[config.mk]
export PLATFORM = sky130hd
export DESIGN_NAME = cbf_fifo
export DESIGN_NICKNAME = d
export VERILOG_FILES = /design/src/rtl/cbf_fifo.sv
export SDC_FILE = /design/constraint.sdc
export NUM_CORES = 1
export LEC_CHECK = 0
export ABC_AREA = 1
export BUFFER_PORTS_ARGS = -buffer_cell sky130_fd_sc_hd__buf_4
export CAP_MARGIN = 30
export CORE_MARGIN = 4
export CORE_UTILIZATION = 55
export CTS_BUF_LIST = sky130_fd_sc_hd__clkbuf_16
export CTS_CLUSTER_DIAMETER = 60
export DETAILED_ROUTE_END_ITERATION = 8
export HOLD_SLACK_MARGIN = 0.05
export PLACE_DENSITY = 0.76
export SETUP_SLACK_MARGIN = 0.3
export SLEW_MARGIN = 5
export SYNTH_ARGS = -nofsm -noshare
export SYNTH_HDL_FRONTEND = slang
export SYNTH_SLANG_ARGS = --single-unit
[constraint.sdc]
create_clock -name clk -period 3.3 [get_ports clk]
set_clock_uncertainty 0.1 [all_clocks]
set_input_delay 0.33 -clock clk [delete_from_list [all_inputs] [get_ports clk]]
set_output_delay 0.33 -clock clk [all_outputs]
set_load 0.005 [all_outputs]
[src/rtl/cbf_fifo.sv]
// Small command queue between the hash front and the counter back.
`timescale 1ns / 1ps
module cbf_fifo #(
	parameter int WIDTH = 8,
	parameter int DEPTH = 4
) (
	input  logic             clk,
	input  logic             arst_n,
	input  logic             push,
	input  logic [WIDTH-1:0] din,
	output logic             full,
	input  logic             pop,
	output logic [WIDTH-1:0] dout,
	output logic             empty
);
	localparam int PW = (DEPTH > 1) ? $clog2(DEPTH) : 1;
	localparam int CW = $clog2(DEPTH + 1);

	logic [WIDTH-1:0] mem_q [DEPTH];
	logic [PW-1:0]    wr_q, rd_q;
	logic [CW-1:0]    cnt_q;

	assign full  = (cnt_q == CW'(DEPTH));
	assign empty = (cnt_q == '0);
	assign dout  = mem_q[rd_q];

	// Advance pointers and occupancy
	always_ff @(posedge clk or negedge arst_n) begin
		if (!arst_n) begin
			wr_q  <= '0;
			rd_q  <= '0;
			cnt_q <= '0;
		end else begin
			if (push) begin
				wr_q <= (wr_q == PW'(DEPTH - 1)) ? '0 : wr_q + PW'(1);
			end
			if (pop) begin
				rd_q <= (rd_q == PW'(DEPTH - 1)) ? '0 : rd_q + PW'(1);
			end
			if (push && !pop) begin
				cnt_q <= cnt_q + CW'(1);
			end else if (pop && !push) begin
				cnt_q <= cnt_q - CW'(1);
			end
		end
	end

	// Store the word
	always_ff @(posedge clk) begin
		if (push) begin
			mem_q[wr_q] <= din;
		end
	end
endmodule

-- After elaboration in Yosys (flattened, before gate mapping)
Memories as Yosys holds them, arrays and structs flattened.
Cells that the tools add are included.
- bits in registers: 7
- bits in writable memories: 32
- input port bits: 12
- logic and storage cells: 23
- memories: 1
- $add $sub $neg: 4
- equality and inequality tests: 3
- muxes and demuxes: 6
- reductions and logical operators: 6
- memories (memory ; words ; bits a word ; read ports ; clocked after Yosys merged registers in ; wr ports ; line ; RTL):
    mem_q ; 4 ; 8 ; 1 ; 0 ; 1 ; 19 ; logic [WIDTH-1:0] mem_q [DEPTH];
- operators by type and width (cell ; number):
    $mux 3 ; 2
    $add 2x1->2 const B ; 2
    $eq 2x2->1 const B ; 2
    $mux 2 ; 2
    $add 3x1->3 const B ; 1
    $eq 3x3->1 const B ; 1
    $logic_not 3->1 ; 1
    $sub 3x1->3 const B ; 1
    $logic_and 1x1->1 ; 2
    $logic_not 1->1 ; 2
    $mux 1 ; 2
    $reduce_bool 2->1 ; 1

-- Depth between registers and ports, before layout
Gate-level depths: netlist of run 1.
- depth in word-level cells: 4
- mapped depth: 9
- mapped depth without buffers: 9

-- Worst setup path before layout of run 1
No wires, ideal clock.
- kind: input port to flip-flop
- start point: input port pop
- end point: register cnt_q[2]
- library setup time: 0.117 ns
- arrival: 1.193 ns
- required time: 3.083 ns
- setup slack: 1.890 ns
- cell stages on the path: 8
- path buffers: 0
- cells stage by stage: inv_1 > ha_1 > inv_1 > fa_1 > nand2_1 > nand3_1 > nand2_1 > nand2_1
- word-level cells in the longest chain between the ends: 3
- ends and longest elaborated chain (what ; line ; RTL):
    start: declaration ; 12 ; input logic pop,
    $logic_not 1->1 ; 40 ; if (push && !pop) begin
    $logic_and 1x1->1 ; 40 ;
    $mux 3 or $reduce_bool 2->1 (tied branches) ; - ;
    end signal: assignment ; 41 ; cnt_q <= cnt_q + CW'(1);
    end signal: assignment ; 43 ; cnt_q <= cnt_q - CW'(1);
    end: declaration ; 21 ; logic [CW-1:0] cnt_q;
Parallel ways exist; a longest one is shown, timed or not.
A chain may end at the register's enable or synchronous reset.

-- Worst setup path in the final report of run 1
- start point: register rd_q[0]
- end point: output port dout[3]
- word-level cells in the longest chain between the ends: 1
- ends and longest elaborated chain (what ; line ; RTL):
    start: declaration ; 20 ; logic [PW-1:0] wr_q, rd_q;
    start signal: assignment ; 38 ; rd_q <= (rd_q == PW'(DEPTH - 1)) ? '0 : rd_q + PW'(1);
    $mem_v2 4x8 ; - ;
    end: declaration ; 13 ; output logic [WIDTH-1:0] dout,
Every way passes these cells.

==> flow_summary_export.csv, run 1 <==
group,metric,value,unit
outcome,status,"complete, no violations",
synthesis,synthTopCellsByArea,"edfxtp_1 56%, dfrtp_1 10%, nand2_1 8.8%",
flow_run,drv_cap,0,
worst_setup_path,cp_common_cell,"nand2_1",
detailed_routing,route.met2.wl,1355,um
floorplanning,core,2853,um2
floorplanning,initial_core_util,0.5987,
detailed_routing,routed_wl,2778,um
detailed_routing,drcViolationCount,0,
clocking,clockBufferDepth,2,
layout,nets,189,
synthesis,synthCells,145,
detailed_routing,routedWlPerCell,13.75,um
timing,finalCritPeriodShare,0.5826,
timing,tightest_slew,0.4791,ns
timing,fmax,0.5201,GHz
place,port_buffers,21,
power,finalPower,1.665,mW
clocking,insertion_delay,0.28,ns
synthesis,synth_top_area_share,0.5626,
worst_setup_path,required,2.87,ns
detailed_routing,wirelength_met1,1217,um
place,placed_cell_area,1861,um2
synthesis,ys_seq_elements,39,
timing,setup_viol,0,
layout,nFillCells,206,
layout,antenna_cells,0,
power,leakage,0.9105,nW
synthesis,ys.flop_type,"edfxtp_1",
grt,grt_util_all_layers,0.1629,
power,power.density,827.5,nW/um2
floorplanning,die-area,4061,um2
worst_setup_path,start_kind,"register",
detailed_routing,route.top_layer_used,"met4",
floorplanning,rows,19,
worst_setup_path,endpoint_kind,"primary output",
timing,rsz0062_at_grt,"no",
synthesis,synth_edf_count,32,
grt,grt_pass1_vias,1056,
clocking,clock-sinks,39,
clocking,clkTransAtPathRegs,0.06,ns
synthesis,ys_types,18,
timing,setup_tns,0,ns
grt,grt_max_degree,34,
detailed_routing,drtIter0Drc,36,
detailed_routing,wl_met3,150,um
grt,grt_overflow,0,
clocking,cts_buffers,5,
detailed_routing,drt_first_pass_iters,4,
grt,antenna_found_initial,0,
layout,final_cell_area,2012,um2
timing,slew_violations,0,
layout,area_growth_syn_to_layout,17.80,%
worst_setup_path,cp.buffers_inverters,2,
grt,grt_pass1_wl,4864,um
synthesis,yosysWarnings,0,
worst_setup_path,crit_family,"buffers and inverters",
clocking,cts_resized,0,
floorplanning,fp.dieW,63.73,um
clocking,clockRootBuffer,"clkbuf_16",
detailed_routing,vias,1048,
clocking,cts_max_level,2,
synthesis,syn_avg_cell_area,11.78,um2
worst_setup_path,cp.arrival,1.49,ns
worst_setup_path,worstPathMaxFanout,33,
min_path,hp-class,"in2reg",
timing,slew-limit-headroom,0.6802,
worst_setup_path,crit_type,"reg2out",
worst_setup_path,cp_cell_sequence,"inv_2 > nand2_1 > o211ai_1 > nand2_1 > buf_4",
timing,hold_viol,0,
place,place_hpwl,1907,um
detailed_routing,ant_nets,0,
synthesis,async_flop_share,0.1795,
detailed_routing,vias_per_cell,5.188,
floorplanning,num_io_pins,22,
synthesis,yosysMostFrequentCell,"nand2_1",
synthesis,synth_common_cells,"40 x nand2_1, 32 x edfxtp_1, 27 x inv_1, 16 x o211ai_1, 7 x dfrtp_1",
synthesis,yosys.area.top_type,"edfxtp_1",
synthesis,ys_seq_area_frac,0.6652,
synthesis,synth_area,1708,um2
clocking,tritoncts,"built",
worst_setup_path,cp_slowest_stage_delay,0.40,ns
layout,final_layout_size_suffix_gt1_frac,0.1754,
timing,post-route-min-period,1.923,ns
synthesis,syn-num-nets,164,
power,worst_ir_drop_vdd,513.5,uV
worst_setup_path,critPathSlowestCell,"dfrtp_1",
floorplanning,die_h,63.73,um
place,routabilityCongestion,0.7144,
final timing paths:
path	start	endpoint	slack, ns	cells after the start
setup / recovery	rd_q[0]	dout[3]	1.38	5
max in group asynchronous	arst_n	rd_q[0]	2.66	2
hold reg to reg	cnt_q[2]	cnt_q[2]	0.45	2
setup reg to reg	wr_q[0]	mem_q[2][7]	1.80	4
min in group asynchronous	arst_n	rd_q[1]	0.32	2
hold / removal	din[2]	mem_q[3][2]	0.15	1
kinds of logic (layout without fill, tap and decap cells):
| kind of cell | count (synthesis) | in the layout | synth area share |
|---|---|---|---|
| AO/OA/AOI/OAI | 20 | 20 | 0.08205 |
| AND/OR/NAND/NOR | 45 | 45 | 0.1026 |
| adder cells (fa/ha/maj) | 7 | 7 | 0.05568 |
| XOR/XNOR | 1 | 1 | 0.005129 |
| flip-flops | 39 | 39 | 0.6652 |
| buffers and inverters | 33 | 59 | 0.08938 |
layout by cell type (no fill, tap or decap), types with 2 or more instances in the layout:
cell and n:
ha_1 6, nand2_1 40, o21ai_0 3, buf_4 21, clkbuf_16 5, inv_2 2
dfrtp_1 7, nor3_1 2, o211ai_1 16, inv_1 28, edfxtp_1 32
power breakdown:
group	total, mW	switching [mW]	internal, mW
logic	0.495	0.275	0.220
registers	0.718	0.0723	0.646
clock network	0.451	0.176	0.275
total	1.66	0.523	1.14
stage by stage:
| stage | util | setup slack (ns) | hold WS (ns) | cells |
|---|---|---|---|---|
| after floorplan | - | 1.890 | -0.06559 | 145 |
| after global placement | 0.6522 | 1.709 | 0.04632 | 193 |
| after detailed placement | 0.6522 | 1.644 | 0.04789 | 193 |
| after CTS | 0.7053 | 1.363 | 0.1439 | 202 |
| after global routing | 0.7053 | 1.217 | 0.1423 | 202 |
| final | 0.7053 | 1.377 | 0.1502 | 202 |
area by class of cell:
cell class | count | area [um2] | area share
inverter | 29 | 108.9 | 0.05410
multi-input combinational | 73 | 419.2 | 0.2083
timing repair buffer | 22 | 167.7 | 0.08333
sequential | 39 | 1136 | 0.5647
clock inverter | 3 | 16.27 | 0.008085
tap | 31 | 38.79 | 0.01928
clock buffer | 5 | 125.1 | 0.06219
sequential cells by signal, indices dropped and copies added (netlist names):
signal,count
wr_q,2
mem_q,32
rd_q,2
cnt_q,3
timing repair:
item / 4_1_cts / 5_1_grt
hold buffers: 1 / 0
endpoints found under the hold margin: 7 / 0
buffers inserted: 0 / 0
per-layer routing:
| metal | vias to the layer above | global-route usage |
|---|---|---|
| met3 | 7 | 0.06039 |
| met1 | 489 | 0.1998 |
| met4 | 0 | 0.07547 |
| met5 | - | 0 |
| li1 | 527 | - |
| met2 | 25 | 0.2568 |
No activity file was read; power rests on OpenSTA's default activity.
==> inputs of run 2 (changes only) <==
Settings changed: CORE_UTILIZATION 55 to 50, PLACE_DENSITY 0.76 to 0.73.
Clock period 3.3 ns to 1.63 ns, I/O delays scaled along.
==> run 2 against run 1 <==
Net effect:
- design area is 16% higher
- sequential cell count stayed put
- largest cell class unchanged
- core utilization is 3.6 points higher
- highest routed layer unchanged
- critical endpoint unchanged
==> flow_summary_export.csv, run 2 (synthesis results as in run 1) <==
group,metric,value,unit
clocking,cts_max_level,2,
timing,setup_viol,0,
power,power.share.combinational,0.350,
layout,antenna_cells,0,
layout,final_layout_size_suffix_gt1_frac,0.3351,
layout,final_cell_mix,"35 x nand2_1, 32 x edfxtp_1, 30 x buf_4, 19 x inv_1, 16 x o211ai_1",
clocking,tritoncts,"built",
outcome,status,"complete, no violations",
worst_setup_path,endpoint_kind,"primary output",
detailed_routing,drcViolationCount,0,
worst_setup_path,crit_type,"reg2out",
clocking,clockRootBuffer,"clkbuf_16",
grt,grt_max_degree,17,
worst_setup_path,worstPathMaxFanout,10,
power,worst_ir_drop_vdd,1237,uV
timing,holdWs,0.06433,ns
timing,fmax,0.6259,GHz
clocking,clkTransAtPathRegs,0.05,ns
timing,post-route-min-period,1.598,ns
floorplanning,die-area,4415,um2
place,port_buffers,21,
power,switching_share,0.3210,
flow_run,drv_cap,0,
layout,area_growth_syn_to_layout,36.85,%
layout,reg.largest.list,"mem_q (32), cnt_q (3)",
worst_setup_path,cp.arrival,1.33,ns
min_path,hp-class,"in2reg",
layout,largest_register_ffs,32,
timing,hold_viol,0,
clocking,cts_buffers,5,
clocking,insertion_delay,0.28,ns
grt,grt_util_all_layers,0.1840,
floorplanning,num_io_pins,22,
floorplanning,fp.dieW,66.45,um
layout,instances_no_fill,235,
layout,final_common_cell,"nand2_1",
power,clock_power_share,0.270,
place,place_hpwl,2114,um
place,routabilityCongestion,0.7607,
detailed_routing,drt_first_pass_iters,4,
timing,tightest_slew,0.2610,ns
timing,finalCritPeriodShare,0.9802,
power,power.density,1708,nW/um2
worst_setup_path,start_kind,"register",
grt,grt_overflow,0,
power,power_switching,1.282,mW
layout,top_register,"mem_q",
floorplanning,core,3153,um2
power,seq_power_share,0.380,
detailed_routing,ant_nets,0,
worst_setup_path,required,1.37,ns
grt,antenna_found_initial,0,
grt,grt_pass1_vias,1273,
detailed_routing,drtIter0Drc,94,
clocking,clockBufferDepth,2,
layout,nets,209,
detailed_routing,vias,1166,
clocking,clock-sinks,39,
layout,fin_util,0.7413,
detailed_routing,routedWlPerCell,15.43,um
floorplanning,die_h,66.45,um
grt,grt_pass1_wl,5844,um
power,finalPower,3.993,mW
timing,slew-limit-headroom,0.8260,
power,intPower,2.711,mW
place,place_inst,209,
power,leakage,1.007,nW
detailed_routing,routed_wl,3626,um
floorplanning,initial_core_util,0.5417,
timing,rsz0062_at_grt,"yes",
floorplanning,rows,20,
detailed_routing,vias_per_cell,4.962,
timing,slew_violations,0,
[run 2: cell types whose count changed in the layout (fill, tap and decap cells not counted), moves of 5 or more]
cell,previous run,this run
inv_1,28,19
dlygate4sd3_1,1,11
dfrtp_1,7,2
nand2_1,40,35
dfrtp_2,0,5
buf_4,21,30
[run 2: layout make-up]
cell class	count	area, um2
tap	44	55.05
clock buffer	5	125.1
multi-input combinational	73	496.7
timing repair buffer	42	355.3
fill	211	815.8
clock inverter	3	38.79
sequential	39	1142
inverter	29	123.9
[run 2: final timing paths]
check,startpoint,endpoint,slack [ns],depth (start not counted)
worst max-delay path,rd_q[0],dout[3],0.03,6
worst min-delay path,pop,rd_q[0],0.06,4
worst max register to register,cnt_q[1],cnt_q[2],0.27,5
min in group asynchronous,arst_n,cnt_q[0],0.13,2
max in group asynchronous,arst_n,cnt_q[2],1.16,2
worst min register to register,cnt_q[2],cnt_q[2],0.46,2
[run 2: metrics by stage]
stage          setup TNS [ns]  cell area (um2)  setup WS, ns
2_1_floorplan               0             1708        0.3300
3_3_place_gp                0             1912        0.2122
3_5_place_dp                0             1912        0.1478
4_1_cts                     0             2263       0.02971
5_1_grt               -0.3090             2337      -0.07452
6_report                    0             2337       0.03228
[run 2: power groups by stage]
stage	combinational [mW]	clock, mW	sequential (mW)
after detailed placement	1.12	0	1.46
after floorplan	0.703	0	1.41
after global routing	1.55	1.14	1.54
final	1.40	1.08	1.52
after CTS	1.29	1.08	1.45
after global placement	1.06	0	1.45
[run 2: what timing repair did]
action | CTS | global route
resized for setup | 13 | 20
hold buffers | 11 | 0
hold endpoints to repair | 40 | 0
endpoints found under the setup margin | 43 | 44
pin swaps | 1 | 6
buffers inserted | 6 | 1
[run 2: routing by layer]
metal / track usage / share of wire / vias up
li1: - / - / 572
met1: 0.2069 / 0.41 / 564
met5: 0 / 0 / -
met2: 0.3209 / 0.54 / 25
met3: 0.05952 / 0.034 / 5
met4: 0.07107 / 0.015 / 0
[run 2: worst max-delay path: stages (launching register included)]
cell,delay [ns]
dfrtp_1,0.41
inv_4,0.13
buf_4,0.13
nand2_1,0.05
o211ai_1,0.09
nand2_1,0.09
buf_4,0.14
